===== src/hdl/saq_pkg.sv =====
// ----------------------------------------------------------------------------
// saq_pkg: shared types and constants for the sorted alarm queue
// Entry layout, cell command codes and request function codes.
// ----------------------------------------------------------------------------
package saq_pkg;

    localparam int QUEUE_DEPTH = 8;
    localparam int TIME_W      = 32;
    localparam int ID_W        = 8;

    // request function codes
    localparam logic FUNC_TICK     = 1'b0;
    localparam logic FUNC_REGISTER = 1'b1;

    // one queue slot
    typedef struct packed {
        logic              valid;
        logic [TIME_W-1:0] rem;
        logic [TIME_W-1:0] per;
        logic              rep;
        logic [ID_W-1:0]   id;
    } entry_t;

    // what every cell does this cycle
    typedef enum logic [2:0] {
        OP_HOLD,        // keep contents
        OP_TICK,        // count down in place
        OP_INSERT,      // sorted insert of a new alarm
        OP_POP,         // front fired, shift toward the front
        OP_POP_REINS    // front fired and repeats: shift and re-insert
    } cell_op_t;

    // broadcast command to the chain
    typedef struct packed {
        cell_op_t op;
        entry_t   ins;  // entry to insert, ins.rem is the sort key
    } cell_cmd_t;

    function automatic logic [TIME_W-1:0] sat_dec(input logic [TIME_W-1:0] v);
        sat_dec = (v == '0) ? '0 : v - TIME_W'(1);
    endfunction

endpackage


===== src/hdl/saq_cell.sv =====
// ----------------------------------------------------------------------------
// saq_cell: one slot of the sorted alarm chain
// Holds one entry; inserts, counts down or shifts from a neighbor per command.
// ----------------------------------------------------------------------------
module saq_cell (
    input  logic              clk,
    input  logic              rst_n,
    input  saq_pkg::cell_cmd_t cmd,
    input  saq_pkg::entry_t   left,      // slot k-1
    input  saq_pkg::entry_t   right,     // slot k+1
    input  logic              left_gt,   // slot k-1 is past the insert point
    output saq_pkg::entry_t   entry,
    output logic              gt         // this slot is past the insert point
);

    saq_pkg::entry_t entry_reg;
    saq_pkg::entry_t entry_next;
    saq_pkg::entry_t self_dec;
    saq_pkg::entry_t right_dec;

    always_comb
    begin
        self_dec      = entry_reg;
        self_dec.rem  = saq_pkg::sat_dec(entry_reg.rem);
        right_dec     = right;
        right_dec.rem = saq_pkg::sat_dec(right.rem);

        case (cmd.op)
            saq_pkg::OP_INSERT:
                gt = !entry_reg.valid || (cmd.ins.rem < entry_reg.rem);
            saq_pkg::OP_POP_REINS:
                gt = !right.valid || (cmd.ins.rem < right_dec.rem);
            default:
                gt = 1'b0;
        endcase

        case (cmd.op)
            saq_pkg::OP_TICK:
                entry_next = self_dec;
            saq_pkg::OP_POP:
                entry_next = right_dec;
            saq_pkg::OP_INSERT:
            begin
                if (gt && !left_gt)
                    entry_next = cmd.ins;
                else if (left_gt)
                    entry_next = left;
                else
                    entry_next = entry_reg;
            end
            saq_pkg::OP_POP_REINS:
            begin
                if (gt && !left_gt)
                    entry_next = cmd.ins;
                else if (left_gt)
                    entry_next = self_dec;
                else
                    entry_next = right_dec;
            end
            default:
                entry_next = entry_reg;
        endcase
    end

    always_ff @(posedge clk or negedge rst_n)
    begin
        if (!rst_n)
            entry_reg <= '0;
        else
            entry_reg <= entry_next;
    end

    assign entry = entry_reg;

endmodule


===== config.mk =====
export PLATFORM = sky130hd
export DESIGN_NAME = saq_cell
export DESIGN_NICKNAME = d
export VERILOG_FILES = /design/src/hdl/saq_pkg.sv /design/src/hdl/saq_cell.sv
export SDC_FILE = /design/constraint.sdc
export NUM_CORES = 1
export LEC_CHECK = 0
export BUFFER_PORTS_ARGS = -buffer_cell sky130_fd_sc_hd__buf_2
export CORE_MARGIN = 4
export CORE_UTILIZATION = 52
export CTS_BUF_LIST = sky130_fd_sc_hd__clkbuf_4 sky130_fd_sc_hd__clkbuf_8
export CTS_CLUSTER_SIZE = 40
export DETAILED_ROUTE_END_ITERATION = 6
export GPL_TIMING_DRIVEN = 0
export HOLD_SLACK_MARGIN = 0.08
export PLACE_DENSITY = 0.86
export SYNTH_ARGS = -nofsm -noshare
export SYNTH_HDL_FRONTEND = slang
export SYNTH_SLANG_ARGS = --single-unit

===== constraint.sdc =====
create_clock -name clk -period 5.3 [get_ports clk]
set_input_delay 0.795 -clock clk [delete_from_list [all_inputs] [get_ports clk]]
set_output_delay 0.795 -clock clk [all_outputs]
set_load 0.02 [all_outputs]

======== Yosys cells after proc, flatten, opt, wreduce, memory -nomap -nowiden ========
Index checks and enable logic that the tools add are counted.
word-level totals
  logic and storage cells ................. 36
  input bits .............................. 228
  flip-flop bits (word level) ............. 74
  output and inout port bits .............. 75
cells by class
  reduce and logical (&&, ||, !) cells .... 12
  add/sub/neg operators ................... 2
  equality and inequality tests ........... 6
  muxes and demuxes ....................... 8
  $lt $le $gt $ge ......................... 2
  bitwise gates (word level) .............. 1
operators with widths
  kind                                                  count
  2-to-1 mux 74 bit                                     4
  case mux 74 bit (4 select lines)                      1
  logical NOT 32 bit                                    2
  less-than comparator 32 bit                           2
  2-to-1 mux 32 bit                                     2
  subtractor 32 x 1 -> 32 bit (second input constant)   2
  equality test 3 x 2 -> 1 bit (second input constant)  2
  != test 3 bit (second input constant)                 2
  AND reduction 4 bit                                   1
  nonzero test 4 bit                                    1
  equality test 3 x 1 -> 1 bit (second input constant)  1
  equality test 3 bit (second input constant)           1
  logical NOT 1 bit                                     3
  nonzero test 3 bit                                    1
  logical OR 1 bit                                      2
  case mux 1 bit (2 select lines)                       1
  AND reduction 2 bit                                   1
  logical AND 1 bit                                     1
  NOT 1 bit                                             1

======== Depth between registers and ports, before layout ========
  word-level depth ........................ 8
  mapped depth ............................ 21
  gate-level depth less buffers ........... 18

======== Worst setup path after synthesis ========
No wires, ideal clock.
  path type ............................... input to output
  start point ............................. in right[41] (netlist bit)
  end point ............................... out gt
  stages .................................. 19
  slack ................................... 0.263 ns
  arrival time ............................ 4.242 ns
  path through ............................ inv_1 -> ha_1 -> nor3b_2 -> nand4b_4 -> or3_1 -> clkbuf_2 -> or4_4 -> nor3_2 -> a21oi_2 -> ha_1 -> a211oi_1 -> nand3_1 -> o211ai_1 -> a31oi_1 -> nor2_1 -> a21oi_4 -> buf_6 -> buf_2 -> inv_1
between the ends
  cells in the longest elaborated chain, start to end .. 5
  elaborated cells on any way between the ends .. 6
RTL lines
  item                                                               line            source
  from (decl)                                                        saq_cell.sv:10  input saq_pkg::entry_t right,
  subtractor 32 x 1 -> 32 bit or logical NOT 32 bit (tied branches)  saq_pkg.sv:40   sat_dec = (v == '0) ? '0 : v - TIME_W'(1);
  2-to-1 mux 32 bit (*)                                              saq_pkg.sv:40
  less-than comparator 32 bit (*)                                    saq_cell.sv:32  gt = !right.valid || (cmd.ins.rem < right_dec.rem);
  logical OR 1 bit (*)                                               saq_cell.sv:32
  case mux 1 bit (2 select lines) (*)                                saq_cell.sv:28  case (cmd.op)
  to (decl)                                                          saq_cell.sv:13  output logic gt
Mark *: on every way between the ends. The rest lies on a longest branch, timed or not.

======== Final worst setup path ========
  start point ............................. in right[41] (netlist bit)
  end point ............................... reg entry_reg, in the netlist entry[26]
between the ends
  cells in the longest elaborated chain, start to end .. 8
  elaborated cells on any way between the ends .. 13
RTL lines
  item                                                                                      line                            source
  subtractor 32 x 1 -> 32 bit or logical NOT 32 bit (tied branches)                         saq_pkg.sv:40
  2-to-1 mux 32 bit (*)                                                                     saq_pkg.sv:40
  less-than comparator 32 bit (*)                                                           saq_cell.sv:32
  logical OR 1 bit (*)                                                                      saq_cell.sv:32
  case mux 1 bit (2 select lines) (*)                                                       saq_cell.sv:28
  logical AND 1 bit (*)                                                                     saq_cell.sv:44, saq_cell.sv:53
  != test 3 bit (no source line), or another cell as far along                              n/a
  AND reduction 4 bit (no source line) or case mux 74 bit (4 select lines) (tied branches)  n/a
  to (signal assigned)                                                                      saq_cell.sv:70                  entry_reg <= entry_next;
  to (decl)                                                                                 saq_cell.sv:16                  saq_pkg::entry_t entry_reg;
Marked as above.
A chain may end at the register's enable or synchronous reset.

==> run summary <==
status: complete, no violations
port buffer count: 300
combinational share of power: 51.3%
slowest CP cell: or4_4
share of layout cells above drive strength 1: 30.7%
gp weighted congestion: 1.06
Setup WS post-layout: 81.6 ps
Die Footprint: 0.0181 mm2
Synth Cell Area: 0.00832 mm2
routed wire length: 37.5 mm
register share of total power: 30.8%
Worst path most repeated cell: buf_2
Core Area: 0.0154 mm2
CP cell instances: buf_4 -> inv_2 -> ha_4 -> nor3b_4 -> nand4b_4 -> or3_4 -> or4_4 -> nor3_4 -> a21oi_4 -> ha_2 -> a211oi_2 -> nand3_1 -> o211ai_1 -> a31oi_4 -> nor2_1 -> a21oi_2 -> buf_2 -> buf_2 -> a31oi_1 -> o21ai_0
Max Cap Violations: 0
area leader, netlist: dfrtp_1
Initial DRT Pass Iterations: 5
Clock Skew: 22.4 ps
maximum VDD drop: 197 uV
max frequency: 0.192 GHz
ys async rst share: 100%
Initial DRC Count: 1,325
CTS Buf Count: 9
Worst Tran Pin Value: 1180 ps
via count: 10,700
Final Cycle Share: 98.5%
crit path DAT: 5440 ps
static leakage: 0.00486 uW
drt drc: 0
Die W: 134 um
Clk Tree Root Cell: clkbuf_8
crit path launch type: input pin
Setup CP Type: input pin to flop
number of global-route vias before repair: 9,897
Synthesis Warnings: 0
Hold Crit Class: input pin to asynchronous set/reset pin
CTS H-tree depth: 3
GRT Util Overall: 38.9%
Net Sw Power: 1260 uW
dpl hpwl: 28.7 mm
endpoint type of the worst setup path: flop
top-area cell type share of the netlist area: 22.3%
Pint: 1430 uW
Mapped Cells: 1,072
ranking of synthesized cells by area: dfrtp_1 22%, ha_1 9.6%, o21ai_0 5.1%
total gr overflow: 0
switching share of power: 46.8%
Fin. Hold Viols: 0
Yosys reg bits: 74
CTS sink cnt: 74
Via density: 6.59
fin util: 68.8%
Nets: 1,696
Worst-path clk slew: 90 ps
reg2reg path depth: 12
Tmin final: 5220 ps
die height: 134 um
Syn Nets: 1,364
WL per Instance: 23.1 um
largest net degree at the start of global routing: 57
Clk pwr share: 18.0%
Detail Route Antenna Nets: 0
clock latency on the worst-skew pair: 370 ps
Initial Utilization: 53.9%
number of diodes: 0
CTS tree: done
sequential element share of the synthesized area: 22.3%
setup violators final: 0
CTS Buffer Depth: 2
dpl ws: -1040 ps
post-synth cell types: 78
Main synth FF type: dfrtp_1
Row Count: 45
max reg flops: 74
initial antenna violation count: 0
Pins Over Slew Limit: 0
EDFF count, synth: 0
first-pass GRT wire length: 55.0 mm
Synth Area per Inst: 7.76 um2
area delta synth->final: 27.6%
CP max stage delay: 570 ps
critical-path maximum fanout: 10
max_slew headroom: 20.8%
pwr/cell area: 254 mW/mm2
WP data required: 5520 ps
io pins: 303
[stage by stage]
step / instances / instance area (um2) / hold slack [ps] / total power (uW) / setup TNS [ps]
after floorplan: 1072 / 8320 / 499 / 1640 / 0
after global placement: 1583 / 10100 / 482 / 2130 / -49350
after detailed placement: 1584 / 10100 / 486 / 2150 / -52180
after CTS: 1605 / 10400 / 312 / 2630 / 0
after global routing: 1620 / 10600 / 306 / 2830 / -413
final: 1620 / 10600 / 318 / 2690 / 0
[power by group through the flow]
stage          combinational (uW)  sequential (uW)  clock, uW
2_1_floorplan                 682              954          0
3_5_place_dp                 1320              831          0
5_1_grt                      1490              844        503
6_report                     1380              829        484
3_3_place_gp                 1300              827          0
4_1_cts                      1340              821        478
[layout make-up]
class / count / area [um2]
sequential: 74 / 1850
clock inverter: 7 / 76.3
multi-input combinational: 881 / 6110
timing repair buffer: 323 / 1700
tap: 211 / 264
buffer: 62 / 294
fill: 1378 / 4810
clock buffer: 9 / 124
inverter: 53 / 199
[path summary, 6_finish.rpt]
kind                                start        end  slack, ps
worst max-delay path            right[41]  entry[26]         80
worst min-delay path                rst_n  entry[34]        320
worst max register to register  entry[70]  entry[69]        960
worst min register to register   entry[0]   entry[0]        500
max in group asynchronous           rst_n  entry[32]       4390
min in group clk                 entry[0]   entry[0]        500
[metal layers]
| metal | vias up | wire length (um) | track usage [%] | share of wire [%] |
|---|---|---|---|---|
| met1 | 4942 | 13800 | 51.9 | 37 |
| met2 | 837 | 16800 | 60.7 | 45 |
| li1 | 4699 | - | - | - |
| met5 | - | 0 | 0 | 0 |
| met4 | 0 | 2240 | 19.4 | 6.0 |
| met3 | 190 | 4610 | 7.19 | 12 |
[cell usage in the layout, fill, tap and decap left out, drive strengths merged, types with 5 or more instances in the layout]
cell type  netlist  routed
or3b             5       5
or2              6       6
or3             13      13
nand2           87      87
nor2            83      83
o32a             5       5
inv             53      55
a22oi           50      50
a32oi            8       8
o221ai           6       6
and3             7       7
clkbuf          36      45
nor4            17      17
a31oi           51      51
and2             7       7
dfrtp           74      74
a2111oi          9       9
o211ai          11      11
o21ai           88      88
nand3           27      27
a21oi           74      74
mux2i           34      34
xnor2           24      24
o22ai           12      12
nand4           13      13
o31a             5       5
ha              64      64
a221oi           8       8
buf             28     349
nor2b           49      49
xor2            10      10
a211oi          10      10
mux2            13      13
nor3            40      40
nand2b           9       9
[worst max-delay path: cells and delay by family]
family / cells / cell delay, ps
AND/OR/NAND/NOR: 7 / 2310
AO/OA/AOI/OAI: 7 / 1330
buffers and inverters: 4 / 660
adder cells (fa/ha/maj): 2 / 330
[synth_stat cells (7+ instances only)]
cell type and count:
nor4_1 11, nor2b_1 49, mux2_2 12, a211oi_1 9, inv_1 53, o211ai_1 11
nand4_1 13, o22ai_1 12, nand2b_1 9, and3_1 7, xnor2_1 24, or3_1 13
a21oi_1 68, a31oi_1 51, a22oi_1 50, clkbuf_1 34, o21ai_0 84, a2111oi_0 8
ha_1 64, nand2_1 87, nand3_1 26, mux2i_1 34, xor2_1 10, nor2_1 82
nor3_1 34, a32oi_1 8, buf_2 21, a221oi_1 7, dfrtp_1 74
[cell families (layout without fill, tap and decap cells)]
group | count (synthesis) | count (layout) | synth area share [%]
AOI/OAI and AO/OA | 362 | 362 | 28.7
xor gates and xnor gates | 34 | 34 | 3.58
adders and majority gates | 64 | 64 | 9.62
buffers and inverters | 117 | 454 | 5.89
DFF | 74 | 74 | 22.3
muxes | 47 | 47 | 5.85
and+or+nand+nor | 374 | 374 | 24.1
[what timing repair did]
action,in CTS,in global routing
endpoints found under the setup margin,74,47
gates resized for setup,14,22
pin swaps,5,15
hold buffers,0,0
buffers inserted,6,16
No activity file was read; power rests on OpenSTA's default activity.
